[config.mk]
export PLATFORM = sky130hd
export DESIGN_NAME = spiral_wipe_mask_generator
export DESIGN_NICKNAME = d
export VERILOG_FILES = /design/src/sv/swm_pkg.sv /design/src/sv/spiral_wipe_mask_generator.sv /design/src/sv/swm_cfg.sv /design/src/sv/swm_spiral.sv /design/src/sv/swm_scan.sv /design/src/sv/swm_skid.sv
export SDC_FILE = /design/constraint.sdc
export NUM_CORES = 1
export LEC_CHECK = 0
export BUFFER_PORTS_ARGS = -buffer_cell sky130_fd_sc_hd__buf_4
export CORE_MARGIN = 3
export CORE_UTILIZATION = 60
export CTS_BUF_LIST = sky130_fd_sc_hd__clkbuf_4
export CTS_CLUSTER_SIZE = 30
export DETAILED_ROUTE_END_ITERATION = 8
export GPL_TIMING_DRIVEN = 1
export HOLD_SLACK_MARGIN = 0.12
export PLACE_DENSITY = 0.81
export SYNTH_ARGS = -nofsm -noshare
export SYNTH_HDL_FRONTEND = slang
export SYNTH_SLANG_ARGS = --single-unit
[constraint.sdc]
create_clock -name clk -period 20.3 [get_ports clk]
set_input_delay 0 -clock clk [delete_from_list [all_inputs] [get_ports clk]]
set_output_delay 0 -clock clk [all_outputs]
set_load 0.02 [all_outputs]
[src/sv/swm_pkg.sv]
`default_nettype none
// ----------------------------------------------------------------------------
// swm_pkg: shared types and constants of the spiral wipe mask generator
// Grid size, field widths, register indexes and the structs that pass
// configuration and results between the modules.
// ----------------------------------------------------------------------------
package swm_pkg;

  localparam int GRID_SIZE = 16;
  localparam int CELL_W    = $clog2(GRID_SIZE);
  localparam int SUB_W     = 8;
  localparam int BLK_W     = 9;
  localparam int COORD_W   = 12;
  localparam int MASK_W    = 8;
  localparam int ADDR_W    = 4;
  localparam int DATA_W    = 32;
  localparam int PROD_W    = CELL_W + BLK_W;

  localparam logic [CELL_W-1:0] GRID_LAST = CELL_W'(GRID_SIZE - 1);

  localparam logic [1:0] REG_BLOCK_WIDTH  = 2'd0;
  localparam logic [1:0] REG_BLOCK_HEIGHT = 2'd1;
  localparam logic [1:0] REG_CORNER       = 2'd2;
  localparam logic [1:0] REG_TRANSPOSE    = 2'd3;

  typedef struct packed {
    logic [BLK_W-1:0] bw;
    logic [BLK_W-1:0] bh;
    logic [SUB_W-1:0] bw_m1;
    logic [SUB_W-1:0] bh_m1;
    logic [1:0]       corner;
    logic             transpose;
  } cfg_t;

  typedef struct packed {
    logic [MASK_W-1:0]  mask_value;
    logic [COORD_W-1:0] pixel_col;
    logic [COORD_W-1:0] pixel_row;
    logic               end_of_row;
    logic               end_of_frame;
  } result_t;

endpackage
`default_nettype wire

[src/sv/spiral_wipe_mask_generator.sv]
`default_nettype none
// A result item is registered in the result stage when its tick item is accepted.
// Throughput: one item per clock unless a stall holds the flow; the scan
// logic and the spiral lookup are combinational up to the result register.
// A two-slot result stage lets a tick be taken while a result waits.
// Reset clears the scan to the top-left pixel, empties the result stage and
// sets block width and height to 1, corner to 0 and transpose to 0.
// ----------------------------------------------------------------------------
// spiral_wipe_mask_generator: spiral wipe mask pixel stream
// Produces one mask pixel per tick in raster order over a 16 by 16 grid of
// cells, each pixel valued by its cell's position along an inward spiral.
// ----------------------------------------------------------------------------
module spiral_wipe_mask_generator (
  input  wire logic                        clk,
  input  wire logic                        rst,
  input  wire logic                        psel,
  input  wire logic                        penable,
  input  wire logic                        pwrite,
  input  wire logic [swm_pkg::ADDR_W-1:0]  paddr,
  input  wire logic [swm_pkg::DATA_W-1:0]  pwdata,
  output logic      [swm_pkg::DATA_W-1:0]  prdata,
  output logic                             pready,
  input  wire logic                        tick_valid,
  output logic                             tick_stall,
  input  wire logic                        restart,
  output logic                             mask_valid,
  input  wire logic                        mask_stall,
  output logic      [swm_pkg::MASK_W-1:0]  mask_value,
  output logic      [swm_pkg::COORD_W-1:0] pixel_col,
  output logic      [swm_pkg::COORD_W-1:0] pixel_row,
  output logic                             end_of_row,
  output logic                             end_of_frame
);

  swm_pkg::cfg_t    cfg;
  swm_pkg::result_t scan_result;
  swm_pkg::result_t out_data;
  logic             advance;

  assign advance = tick_valid & ~tick_stall;

  swm_cfg u_cfg (
    .clk     (clk),
    .rst     (rst),
    .psel    (psel),
    .penable (penable),
    .pwrite  (pwrite),
    .paddr   (paddr),
    .pwdata  (pwdata),
    .prdata  (prdata),
    .pready  (pready),
    .cfg     (cfg)
  );

  swm_scan u_scan (
    .clk     (clk),
    .rst     (rst),
    .cfg     (cfg),
    .advance (advance),
    .restart (restart),
    .result  (scan_result)
  );

  swm_skid u_skid (
    .clk       (clk),
    .rst       (rst),
    .in_valid  (tick_valid),
    .in_stall  (tick_stall),
    .in_data   (scan_result),
    .out_valid (mask_valid),
    .out_stall (mask_stall),
    .out_data  (out_data)
  );

  assign mask_value   = out_data.mask_value;
  assign pixel_col    = out_data.pixel_col;
  assign pixel_row    = out_data.pixel_row;
  assign end_of_row   = out_data.end_of_row;
  assign end_of_frame = out_data.end_of_frame;

endmodule
`default_nettype wire

[src/sv/swm_cfg.sv]
`default_nettype none
// ----------------------------------------------------------------------------
// swm_cfg: configuration registers
// Holds the block size, corner mirror and transpose registers behind the
// bus port and presents their clamped forms to the scan logic.
// ----------------------------------------------------------------------------
module swm_cfg (
  input  wire logic                        clk,
  input  wire logic                        rst,
  input  wire logic                        psel,
  input  wire logic                        penable,
  input  wire logic                        pwrite,
  input  wire logic [swm_pkg::ADDR_W-1:0]  paddr,
  input  wire logic [swm_pkg::DATA_W-1:0]  pwdata,
  output logic      [swm_pkg::DATA_W-1:0]  prdata,
  output logic                             pready,
  output swm_pkg::cfg_t                    cfg
);

  logic [swm_pkg::BLK_W-1:0] block_width;
  logic [swm_pkg::BLK_W-1:0] block_height;
  logic [1:0]                corner;
  logic                      transpose;
  logic                      wr;
  logic [1:0]                idx;

  assign pready = 1'b1;
  assign wr     = psel & penable & pwrite;
  assign idx    = paddr[3:2];

  always_ff @(posedge clk) begin
    if (rst) begin
      block_width  <= swm_pkg::BLK_W'(1);
      block_height <= swm_pkg::BLK_W'(1);
      corner       <= 2'd0;
      transpose    <= 1'b0;
    end else if (wr) begin
      case (idx)
        swm_pkg::REG_BLOCK_WIDTH:  block_width  <= pwdata[swm_pkg::BLK_W-1:0];
        swm_pkg::REG_BLOCK_HEIGHT: block_height <= pwdata[swm_pkg::BLK_W-1:0];
        swm_pkg::REG_CORNER:       corner       <= pwdata[1:0];
        swm_pkg::REG_TRANSPOSE:    transpose    <= pwdata[0];
        default: ;
      endcase
    end
  end

  always_comb begin
    case (idx)
      swm_pkg::REG_BLOCK_WIDTH:  prdata = swm_pkg::DATA_W'(block_width);
      swm_pkg::REG_BLOCK_HEIGHT: prdata = swm_pkg::DATA_W'(block_height);
      swm_pkg::REG_CORNER:       prdata = swm_pkg::DATA_W'(corner);
      swm_pkg::REG_TRANSPOSE:    prdata = swm_pkg::DATA_W'(transpose);
      default:                   prdata = '0;
    endcase
  end

  // A size of zero acts as one, anything above 256 acts as 256.
  always_comb begin
    if (block_width == '0) begin
      cfg.bw_m1 = '0;
    end else if (block_width[swm_pkg::BLK_W-1]) begin
      cfg.bw_m1 = '1;
    end else begin
      cfg.bw_m1 = block_width[swm_pkg::SUB_W-1:0] - swm_pkg::SUB_W'(1);
    end
    if (block_height == '0) begin
      cfg.bh_m1 = '0;
    end else if (block_height[swm_pkg::BLK_W-1]) begin
      cfg.bh_m1 = '1;
    end else begin
      cfg.bh_m1 = block_height[swm_pkg::SUB_W-1:0] - swm_pkg::SUB_W'(1);
    end
    cfg.bw        = swm_pkg::BLK_W'(cfg.bw_m1) + swm_pkg::BLK_W'(1);
    cfg.bh        = swm_pkg::BLK_W'(cfg.bh_m1) + swm_pkg::BLK_W'(1);
    cfg.corner    = corner;
    cfg.transpose = transpose;
  end

endmodule
`default_nettype wire

[src/sv/swm_spiral.sv]
`default_nettype none
// ----------------------------------------------------------------------------
// swm_spiral: spiral order lookup
// Gives the position of a grid cell along the clockwise inward spiral that
// starts in the top-left cell and first moves right.
// ----------------------------------------------------------------------------
module swm_spiral (
  input  wire logic [swm_pkg::CELL_W-1:0] row,
  input  wire logic [swm_pkg::CELL_W-1:0] col,
  output logic      [swm_pkg::MASK_W-1:0] order
);

  localparam int SW = 10;

  logic [swm_pkg::CELL_W-1:0] row_inv;
  logic [swm_pkg::CELL_W-1:0] col_inv;
  logic [swm_pkg::CELL_W-1:0] k;
  logic [swm_pkg::CELL_W-1:0] k_a;
  logic [swm_pkg::CELL_W-1:0] k_b;
  logic [swm_pkg::CELL_W-1:0] far;
  logic [SW-1:0]              base;
  logic [SW-1:0]              side;
  logic [SW-1:0]              sum;

  always_comb begin
    row_inv = swm_pkg::GRID_LAST - row;
    col_inv = swm_pkg::GRID_LAST - col;
    k_a     = (row < col) ? row : col;
    k_b     = (row_inv < col_inv) ? row_inv : col_inv;
    k       = (k_a < k_b) ? k_a : k_b;
    far     = swm_pkg::GRID_LAST - k;
    base    = SW'(4) * SW'(k) * (SW'(swm_pkg::GRID_SIZE) - SW'(k));
    side    = SW'(swm_pkg::GRID_SIZE) - SW'(2) * SW'(k) - SW'(1);
    if (side == '0) begin
      sum = base;
    end else if (row == k) begin
      sum = base + SW'(col - k);
    end else if (col == far) begin
      sum = base + side + SW'(row - k);
    end else if (row == far) begin
      sum = base + SW'(2) * side + SW'(far - col);
    end else begin
      sum = base + SW'(3) * side + SW'(far - row);
    end
    order = sum[swm_pkg::MASK_W-1:0];
  end

endmodule
`default_nettype wire

[src/sv/swm_scan.sv]
`default_nettype none
// ----------------------------------------------------------------------------
// swm_scan: raster scan counters and per-pixel result
// Walks the sub-cell and cell positions in raster order and forms the mask
// value, pixel coordinates and end flags of the current pixel.
// ----------------------------------------------------------------------------
module swm_scan (
  input  wire logic          clk,
  input  wire logic          rst,
  input  wire swm_pkg::cfg_t cfg,
  input  wire logic          advance,
  input  wire logic          restart,
  output swm_pkg::result_t   result
);

  localparam int PW = swm_pkg::PROD_W;

  logic [swm_pkg::SUB_W-1:0]  sub_col;
  logic [swm_pkg::CELL_W-1:0] cell_col;
  logic [swm_pkg::SUB_W-1:0]  sub_row;
  logic [swm_pkg::CELL_W-1:0] cell_row;
  logic [swm_pkg::SUB_W-1:0]  sub_col_next;
  logic [swm_pkg::CELL_W-1:0] cell_col_next;
  logic [swm_pkg::SUB_W-1:0]  sub_row_next;
  logic [swm_pkg::CELL_W-1:0] cell_row_next;

  logic [swm_pkg::SUB_W-1:0]  sc;
  logic [swm_pkg::CELL_W-1:0] cc;
  logic [swm_pkg::SUB_W-1:0]  sr;
  logic [swm_pkg::CELL_W-1:0] cr;
  logic                       sub_col_last;
  logic                       cell_col_last;
  logic                       sub_row_last;
  logic                       cell_row_last;
  logic [swm_pkg::CELL_W-1:0] xc;
  logic [swm_pkg::CELL_W-1:0] yc;
  logic [swm_pkg::CELL_W-1:0] look_row;
  logic [swm_pkg::CELL_W-1:0] look_col;
  logic [swm_pkg::MASK_W-1:0] order;
  logic [PW-1:0]              col_sum;
  logic [PW-1:0]              row_sum;

  always_comb begin
    sc = restart ? '0 : sub_col;
    cc = restart ? '0 : cell_col;
    sr = restart ? '0 : sub_row;
    cr = restart ? '0 : cell_row;
    sub_col_last  = sc >= cfg.bw_m1;
    cell_col_last = cc >= swm_pkg::GRID_LAST;
    sub_row_last  = sr >= cfg.bh_m1;
    cell_row_last = cr >= swm_pkg::GRID_LAST;
    xc = cfg.corner[0] ? swm_pkg::GRID_LAST - cc : cc;
    yc = cfg.corner[1] ? swm_pkg::GRID_LAST - cr : cr;
    look_row = cfg.transpose ? xc : yc;
    look_col = cfg.transpose ? yc : xc;
  end

  swm_spiral u_spiral (
    .row   (look_row),
    .col   (look_col),
    .order (order)
  );

  always_comb begin
    col_sum = PW'(cc) * PW'(cfg.bw) + PW'(sc);
    row_sum = PW'(cr) * PW'(cfg.bh) + PW'(sr);
    result.mask_value   = order;
    result.pixel_col    = col_sum[swm_pkg::COORD_W-1:0];
    result.pixel_row    = row_sum[swm_pkg::COORD_W-1:0];
    result.end_of_row   = sub_col_last & cell_col_last;
    result.end_of_frame = sub_col_last & cell_col_last & sub_row_last & cell_row_last;
  end

  always_comb begin
    sub_col_next  = sc;
    cell_col_next = cc;
    sub_row_next  = sr;
    cell_row_next = cr;
    if (sub_col_last) begin
      sub_col_next = '0;
      if (cell_col_last) begin
        cell_col_next = '0;
        if (sub_row_last) begin
          sub_row_next  = '0;
          cell_row_next = cell_row_last ? '0 : cr + swm_pkg::CELL_W'(1);
        end else begin
          sub_row_next = sr + swm_pkg::SUB_W'(1);
        end
      end else begin
        cell_col_next = cc + swm_pkg::CELL_W'(1);
      end
    end else begin
      sub_col_next = sc + swm_pkg::SUB_W'(1);
    end
  end

  always_ff @(posedge clk) begin
    if (rst) begin
      sub_col  <= '0;
      cell_col <= '0;
      sub_row  <= '0;
      cell_row <= '0;
    end else if (advance) begin
      sub_col  <= sub_col_next;
      cell_col <= cell_col_next;
      sub_row  <= sub_row_next;
      cell_row <= cell_row_next;
    end
  end

endmodule
`default_nettype wire

[src/sv/swm_skid.sv]
`default_nettype none
// ----------------------------------------------------------------------------
// swm_skid: result register with skid stage
// Registers each result item and keeps a second slot, so that a new item
// is taken in the cycle in which a finished one still waits downstream.
// ----------------------------------------------------------------------------
module swm_skid (
  input  wire logic             clk,
  input  wire logic             rst,
  input  wire logic             in_valid,
  output logic                  in_stall,
  input  wire swm_pkg::result_t in_data,
  output logic                  out_valid,
  input  wire logic             out_stall,
  output swm_pkg::result_t      out_data
);

  logic             skid_valid;
  swm_pkg::result_t skid_data;
  logic             take;
  logic             acc;

  assign in_stall = skid_valid;
  assign take     = out_valid & ~out_stall;
  assign acc      = in_valid & ~skid_valid;

  always_ff @(posedge clk) begin
    if (rst) begin
      out_valid  <= 1'b0;
      skid_valid <= 1'b0;
    end else if (skid_valid) begin
      if (take) begin
        skid_valid <= 1'b0;
      end
    end else if (acc) begin
      if (!out_valid || take) begin
        out_valid <= 1'b1;
      end else begin
        skid_valid <= 1'b1;
      end
    end else if (take) begin
      out_valid <= 1'b0;
    end
  end

  always_ff @(posedge clk) begin
    if (skid_valid) begin
      if (take) begin
        out_data <= skid_data;
      end
    end else if (acc) begin
      if (!out_valid || take) begin
        out_data <= in_data;
      end else begin
        skid_data <= in_data;
      end
    end
  end

  a_skid_needs_out: assert property (@(posedge clk) disable iff (rst)
    skid_valid |-> out_valid)
    else $error("skid slot holds an item while the result register is empty");

  a_held_result: assert property (@(posedge clk) disable iff (rst)
    (out_valid && out_stall) |=> out_valid)
    else $error("stalled result item was dropped");

  a_skid_drains: assert property (@(posedge clk) disable iff (rst)
    (skid_valid && !out_stall) |=> (!skid_valid && out_valid))
    else $error("skid slot did not move into the result register");

  a_skid_fills: assert property (@(posedge clk) disable iff (rst)
    (!skid_valid && in_valid && out_valid && out_stall) |=> skid_valid)
    else $error("item taken under stall did not land in the skid slot");

endmodule
`default_nettype wire

==> results.md, run 1 <==
Status:
- The flow ran to the end, but the final reports show violations.
- The final reports fail on design-rule violations.

Drt:
- The total via count after detailed routing is 9,154.
- The number of search-and-repair iterations in the first detailed-routing pass is 7.
- The iteration-0 DRC count of the detailed router is 637.
- The detailed-route wire length is 24,800 um.
- The per-cell via count in the routed design is 5.65.
- The count of nets left with antenna violations once routing finished came out at 0.
- The detailed-route DRC error count is 1.
- The wire length per cell after detailed routing is 15.3 um.

Power:
- In this run the static leakage power is 0.00592 uW.
- The peak ir drop on the vdd network is 0.0527 mV.
- Power spread over the standard cell area amounts to 60.4 nW/um^2.

Placement:
- The cell count after placement is 1,559.
- The total half-perimeter wirelength after legalization and detailed placement is 19,200 um.
- The number of port buffers is 63.
- The congestion estimate from routability-driven global placement came to 0.890.

Critical path:
- For flop-to-flop paths, the worst setup slack is 9.94 ns.
- The number of cells traversed by the worst register-to-register path is 33.
- The worst setup path is captured at a flop.
- In this design, the stage delay of the slowest critical-path cell is 0.67 ns.
- The kind of start point of the critical path is a flop.
- The arrival time at the worst endpoint is 10.64 ns.
- Among all stages on the critical path, the largest delay is contributed by sky130_fd_sc_hd__nor2b_1.
- STA puts the critical path data required time at 20.57 ns.
- The critical path is of the flop to flop type.
- Along the worst path, the maximum fanout reaches 15.

CTS:
- Buffers inserted to repair hold after CTS numbered 28.
- The CTS H-tree depth is 4.
- Post-CTS repair changed the size of 0 cells.
- The TritonCTS clock tree is built.
- The root buffer cell chosen for the clock tree is sky130_fd_sc_hd__clkbuf_4.
- Once the clock tree was built, the setup fixing pass inserted 0 buffers.
- The later pin in the worst-skew pair is clocked with a latency of 0.55 ns.
- Clock-pin slew was measured on the worst setup and hold paths at 0.11 ns.
- The clock sink count is 115.
- The clock buffer count from CTS is 17.
- No sink is reached through more buffers than the 2 on the longest clock path.

Cells and area:
- The multi-input combinational cells in the finished layout cover a total of 7950 sq um.
- The growth of design area from synthesis to finish is 9.65%.
- The count of placed standard cells in the final layout, fillers left out is 1,620.
- The top cell types in the final layout, fill and taps aside, are sky130_fd_sc_hd__inv_1, sky130_fd_sc_hd__ha_1, sky130_fd_sc_hd__nand2_1.
- The storage element area is 2980 sq um.
- The fill cell total of the finished layout is 1,509.
- The fraction of final layout cells with drive strength greater than 1 is 0.115.
- For this run, the post-layout net count is 1,589.
- The leading cell type in the layout, fill and taps excluded is sky130_fd_sc_hd__inv_1.

Global route:
- The first global-routing pass estimated 42,700 um of wire.
- The total routing resource utilization after global routing is 0.239.
- The sum of overflow across all layers after global routing is 0.
- The maximum number of pins on one net before global-route repair is 53.
- The initial antenna violation count was 1.
- The number of global-route vias before repair is 9,019.

Timing:
- After routing, the total negative slack on setup checks comes to 0 ns.
- The max-slew violation count is 0.
- For the final database, setup skew stands at 0.0209 ns.
- The upper clock frequency limit is 96.5 MHz.
- The shortest period the worst path allows is 10.36 ns.
- The tightest hold margin is 0.242 ns.
- The final count of hold timing violations is 0.
- Setup repair after global routing left no endpoint under its margin.
- Setup violations remaining at the end of the flow were counted as 0.
- The post-route clock period utilization is 0.511.
- For the pin with the worst max-slew slack, the measured transition is 1.05 ns.
- Headroom to the max-slew limit came out at 0.301.

Hold path:
- The class of the worst hold path is input port to flop.
- The number of stages on the worst hold path is 4.

Synth:
- The total number of yosys warnings is 0.
- After synthesis the netlist holds a flip-flop and latch count of 115.
- Of the total synthesized cell area, the portion taken by AND, OR, NAND and NOR gates is 0.142.
- After synthesis, the mean cell area works out to 9.19 sq um.
- The post-synthesis cell count is 1,277.
- The prevailing post-synth register cell is sky130_fd_sc_hd__edfxtp_1.
- The top-area cell type share of the netlist area is 0.174.
- The fraction of synthesized cell area in xor and xnor cells is 0.0731.
- The proportion of synthesized area in mux cells is 0.0838.
- The synthesized cell area is 11,700 sq um.
- Yosys mapped the design onto 68 distinct sky130hd cell types.
- The post-synthesis compound-gate area fraction is 0.116.
- The sequential share of the synthesized area is 0.254.
- The adder-cell share of the synthesized area is 0.254.
- The combinational family with the most area after synthesis is adder cells.
- Sorting the synthesized cells by area gives the leading types as sky130_fd_sc_hd__edfxtp_1, sky130_fd_sc_hd__ha_1, sky130_fd_sc_hd__fa_1.
- Summed over all instances, the cell type with the most area after synthesis is sky130_fd_sc_hd__edfxtp_1.
- The count of flip-flops with a built-in enable after synthesis is 68.
- Counting flops with an async set or reset pin after synthesis yields a share of 0.

Floorplan:
- The number of placed I/O pins is 113.
- The die is 146 um tall.
- After floorplanning, the core was sized to cover 19,000 sq um.
- For this configuration, the core starts out at a cell density of 0.619.
- The die covers 21,300 sq um.
- In this run the core area contains 50 standard-cell rows.
- The die outline width is 146 um.

Job:
- Across the run, the number of max-cap violations was 0.
[metrics by stage]
step / setup WS (ns) / util / power (uW) / cell area [sq um]
after floorplan: 11.20 / - / 533 / 11800
after global placement: 10.04 / 0.649 / 592 / 12300
after detailed placement: 9.98 / 0.649 / 606 / 12300
after CTS: 9.92 / 0.679 / 780 / 12900
after global routing: 9.24 / 0.679 / 835 / 12900
final: 9.94 / 0.679 / 777 / 12900
[power breakdown]
group | total, uW | switching, uW | internal [uW]
clock | 170 | 96.4 | 73.6
combinational | 332 | 186 | 145
sequential | 276 | 7.91 | 268
total | 777 | 291 | 487
[per-layer routing]
| layer | GRT usage | vias up | routed length [um] |
|---|---|---|---|
| met5 | 0 | - | 0 |
| met1 | 0.316 | 4368 | 11100 |
| met4 | 0.0859 | 0 | 565 |
| met3 | 0.0358 | 38 | 1340 |
| li1 | - | 4459 | - |
| met2 | 0.400 | 289 | 11800 |
[worst paths after layout]
check	start	to
worst max-delay path	u_scan.cell_col[3]$_SDFFE_PP0P_	u_skid.out_data[33]$_DFFE_PP_
worst min-delay path	pwdata[4]	u_cfg.block_height[4]$_SDFFE_PP0P_
worst max register to register	u_scan.cell_col[3]$_SDFFE_PP0P_	u_skid.out_data[33]$_DFFE_PP_
worst min register to register	u_scan.sub_col[1]$_SDFFE_PP0P_	u_scan.sub_col[1]$_SDFFE_PP0P_
[flip-flops by register name, indices dropped and copies added, names as in the netlist, 4 cells and up]
name	cells
u_cfg.block_height	9
u_scan.sub_row	8
u_cfg.block_width	9
u_scan.cell_row	4
u_skid.out_data	34
u_scan.cell_col	4
u_scan.sub_col	8
u_skid.skid_data	34
[critical path, delay by kind of cell, from the launching register on]
kind / cells / cell delay, ns
buffers and inverters: 1 / 0.49
AOI/OAI and AO/OA: 11 / 1.87
xor gates and xnor gates: 3 / 0.88
adders and majority gates: 8 / 3.43
DFF: 1 / 0.44
and+or+nand+nor: 7 / 1.67
muxes: 3 / 1.30
[cell families after synthesis]
kind of cell             Yosys count
AND/OR/NAND/NOR                  349
AO/OA/AOI/OAI                    217
buffers and inverters            208
adder cells (fa/ha/maj)          199
flip-flops                       115
XOR/XNOR                          97
multiplexers                      90
other                              2
[synth_stat cells, types with 4 or more instances]
library cell	instances
sky130_fd_sc_hd__o21ai_0	36
sky130_fd_sc_hd__or3_1	8
sky130_fd_sc_hd__nand3b_1	4
sky130_fd_sc_hd__buf_4	26
sky130_fd_sc_hd__mux2_2	37
sky130_fd_sc_hd__nand2_1	107
sky130_fd_sc_hd__xor2_1	20
sky130_fd_sc_hd__buf_1	5
sky130_fd_sc_hd__o21ai_1	4
sky130_fd_sc_hd__and3_1	13
sky130_fd_sc_hd__a21o_1	28
sky130_fd_sc_hd__o211ai_1	4
sky130_fd_sc_hd__o21bai_1	22
sky130_fd_sc_hd__buf_2	4
sky130_fd_sc_hd__nand2b_1	16
sky130_fd_sc_hd__or4_1	5
sky130_fd_sc_hd__nor2b_1	22
sky130_fd_sc_hd__and2_1	11
sky130_fd_sc_hd__clkbuf_1	33
sky130_fd_sc_hd__mux2i_1	48
sky130_fd_sc_hd__nand4_1	7
sky130_fd_sc_hd__edfxtp_1	68
sky130_fd_sc_hd__ha_1	133
sky130_fd_sc_hd__inv_1	135
sky130_fd_sc_hd__dfxtp_1	47
sky130_fd_sc_hd__fa_1	66
sky130_fd_sc_hd__nor3_1	20
sky130_fd_sc_hd__nor2_1	97
sky130_fd_sc_hd__xnor2_1	76
sky130_fd_sc_hd__nand4b_1	4
sky130_fd_sc_hd__nand3_1	20
sky130_fd_sc_hd__nor4_1	8
sky130_fd_sc_hd__a31oi_1	6
sky130_fd_sc_hd__a21oi_1	86
[layout make-up]
type                    count  area share
inverters                 138      0.0403
well taps                 260      0.0253
clock buffers              17     0.00992
diodes                      1    0.000195
flip-flops and latches    115       0.232
clock inverters            15      0.0122
multi-input cells         976       0.618
repair buffers             98      0.0626
Power figures use the tool's default switching activity.
==> inputs of run 2 (changes only) <==
==> constraint.sdc (replaced) <==
create_clock -name clk -period 10.82 [get_ports clk]
set_input_delay 0 -clock clk [delete_from_list [all_inputs] [get_ports clk]]
set_output_delay 0 -clock clk [all_outputs]
set_load 0.02 [all_outputs]
==> run 2 against run 1 <==
  * The flow now finishes without violations
  * Cell area rose by 0.32%
  * Sequential cell count is the same
  * Combinational power is 88% higher
  * Routed wire length is 0.53% lower
  * Clock-buffer cell count stayed put
  * Non-clock buffer count grew 5
  * Total power increased by 89%
  * Clock power up 91%
  * Via count down 1.0%
  * Sequential share of layout area decreased by 0.074 points
  * Worst hold slack worse by 0.019 ns
==> results.md, run 2 (same netlist as run 1, synthesis figures left out) <==
Critical path:
- The worst register-to-register path begins at u_scan.cell_row[3]$_SDFFE_PP0P_.
- The path type of the worst setup path is flop to flop.
- The arrival time at the worst endpoint is 10.07 ns (-0.57 ns).
- The critical path capture point type is a flop.
- The delay of the slowest cell on the worst path is 0.61 ns (-0.06 ns).
- The internal reg-to-reg setup slack was 1.03 ns (-8.91 ns).
- The highest net fanout along the worst path was 15 (unchanged).
- The kind of start point of the critical path is a flop.
- The number of cells traversed by the worst register-to-register path was 35 (+6.1%).
- The critical path's slowest cell is sky130_fd_sc_hd__nor2b_1.
- The required time of the critical path came to 11.10 ns (-9.47 ns).
- The endpoint of the worst register-to-register path is u_skid.out_data[33]$_DFFE_PP_.

Placement:
- The cell count after placement is 1,563 (+0.26%).
- The total half-perimeter wirelength after legalization and detailed placement came to 19,300 um (+0.50%).
- The number of port buffers is 63 (unchanged).
- The worst-case setup slack after placement was 1.14 ns (-8.83 ns).
- The final RePlAce weighted congestion is 0.926 (+4.0%).

Drt:
- The number of search-and-repair iterations in the first detailed-routing pass was 5 (-2).
- The per-cell via count in the routed design came to 5.58 (-1.3%).
- The total via count after detailed routing was 9,062 (-1.0%).
- The detailed-route DRC error count is 0 (-1).
- The wire length per cell after detailed routing is 15.2 um (-0.83%).
- The detailed-route wire length is 24,700 um (-0.53%).
- The number of nets with antenna violations after detailed routing was 0 (unchanged).
- The iteration-0 DRC count of the detailed router is 669 (+5.0%).

Floorplan:
- The area of the core came to 19,000 sq um (unchanged).
- The initial core utilization is 0.619 (unchanged).
- The total number of placement rows is 50 (unchanged).
- The die area is 21,300 sq um (unchanged).
- The number of placed I/O pins came to 113 (unchanged).
- The die outline width is 146 um (unchanged).
- The die height was 146 um (unchanged).

Timing:
- The post-route clock period utilization is 0.905 (+0.394).
- Setup repair after global routing left no endpoint under its margin.
- The worst clock skew is 0.0234 ns (+0.00250 ns).
- The upper clock frequency limit was 102 MHz (+5.8%).
- The final setup slack of the worst path was 1.03 ns (-8.91 ns).
- The transition time of the tightest slew-check pin is 1.07 ns (+0.0211 ns).
- The final count of hold timing violations is 0 (unchanged).
- The number of endpoints failing setup at the final stage is 0 (unchanged).
- The shortest period the worst path allows is 9.79 ns (-0.572 ns).
- The tightest hold margin is 0.222 ns (-0.0191 ns).
- The worst slew slack as a fraction of its limit is 0.282 (-0.0191).
- The max-slew violation count is 0 (unchanged).
- The final sum of negative setup slack is 0 ns (unchanged).

Hold path:
- The class of the worst hold path is input port to flop.
- The number of stages on the worst hold path came to 4 (unchanged).
- The worst hold path terminates at u_cfg.block_width[4]$_SDFFE_PP0P_.
- In this run the most critical hold path is launched from pwdata[4].

CTS:
- The number of instances resized during post-cts repair is 0 (unchanged).
- The post-CTS setup repair buffer count is 0 (unchanged).
- The clock buffer count from CTS is 17 (unchanged).
- TritonCTS built the clock tree.
- The clock sink count is 115 (unchanged).
- The maximum clock insertion buffer count is 2 (unchanged).
- The clock latency on the worst-skew pair is 0.56 ns (about the same).
- CTS placed an instance of sky130_fd_sc_hd__clkbuf_4 at the clock tree root.
- The clock-pin slew reported for the worst setup and hold paths after clock tree synthesis is 0.13 ns (+0.02 ns).
- The CTS H-tree depth is 4 (unchanged).

Cells and area:
- The net count reported at finish is 1,594 (+0.31%).
- The leading cell type in the layout, fill and taps excluded is sky130_fd_sc_hd__inv_1.
- The count of placed standard cells in the final layout, fillers left out is 1,625 (+0.31%).
- The growth of design area from synthesis to finish is 10.0%.
- The fraction of final layout cells with drive strength greater than 1 is 0.119 (+0.00398).
- The largest registers in the layout are u_skid.out_data (34), u_skid.skid_data (34).
- In the layout the commonest cells are sky130_fd_sc_hd__inv_1, sky130_fd_sc_hd__ha_1, sky130_fd_sc_hd__nand2_1.

Global route:
- The number of global-route vias before repair is 8,825 (-2.2%).
- The wire length of the first global-routing pass came to 42,300 um (-0.99%).
- The maximum number of pins on one net before global-route repair was 53 (unchanged).
- The sum of overflow across all layers after global routing is 0 (unchanged).
- The total routing resource utilization after global routing is 0.237 (-0.00219).
- The initial antenna violation count is 1 (unchanged).

Power:
- The total power per unit cell area is 114 nW/um^2 (+88%).
- The peak ir drop on the vdd network is 0.0919 mV (+74%).
- The cell leakage power is 0.00596 uW (+0.79%).

Status:
- The flow ran to the end, and the final reports show no timing, DRC or antenna violations.

Job:
- The total of max-cap violations is 0 (unchanged).
## run 2: stage by stage
step | power (uW) | area [sq um] | util
floorplan | 1000 | 11800 | -
finish | 1470 | 12900 | 0.681
CTS | 1470 | 12900 | 0.681
detailed placement | 1140 | 12300 | 0.650
global route | 1570 | 12900 | 0.681
global placement | 1120 | 12300 | 0.650
## run 2: final cells by class
type	count	area, sq um
flip-flops and latches	115	2980
repair buffers	103	846
inverters	138	518
clock inverters	15	158
fillers	1505	6050
diodes	1	2.50
multi-input cells	976	7950
well taps	260	325
clock buffers	17	128
## run 2: worst max path at each step
stage | start | end | depth (start not counted)
finish | u_scan.cell_row[3]$_SDFFE_PP0P_ | u_skid.out_data[33]$_DFFE_PP_ | 35
global placement | restart | u_skid.out_data[33]$_DFFE_PP_ | 38
detailed placement | u_scan.cell_row[3]$_SDFFE_PP0P_ | u_skid.out_data[33]$_DFFE_PP_ | 35
global route | u_scan.cell_row[3]$_SDFFE_PP0P_ | u_skid.out_data[33]$_DFFE_PP_ | 35
floorplan | u_scan.cell_col[3]$_SDFFE_PP0P_ | u_skid.out_data[33]$_DFFE_PP_ | 34
CTS | u_scan.cell_row[3]$_SDFFE_PP0P_ | u_skid.out_data[33]$_DFFE_PP_ | 35
## run 2: per-layer routing
layer	GRT usage	share of wire
met1	0.323	0.47
met2	0.397	0.48
met3	0.0290	0.037
met4	0.0698	0.015
met5	0	0
## run 2: repair_timing
action,4_1_cts,5_1_grt
endpoints found under the setup margin,0,0
hold endpoints to repair,81,0
hold buffers,29,0
## run 2: power by group
| group | internal, uW | switching [uW] | leakage (uW) |
|---|---|---|---|
| Combinational | 274 | 351 | 0.00477 |
| Clock | 124 | 201 | 0.000151 |
| Sequential | 503 | 14.5 | 0.00105 |
| Total | 901 | 566 | 0.00596 |
## run 2: worst max-delay path, delay by kind of cell (launching register included)
family / cells / cell delay (ns)
flops: 1 / 0.44
mux: 3 / 1.00
xor+xnor: 2 / 0.36
fa+ha+maj: 8 / 3.45
buf+inv: 4 / 0.79
simple gates: 6 / 1.47
compound gates: 12 / 2.00
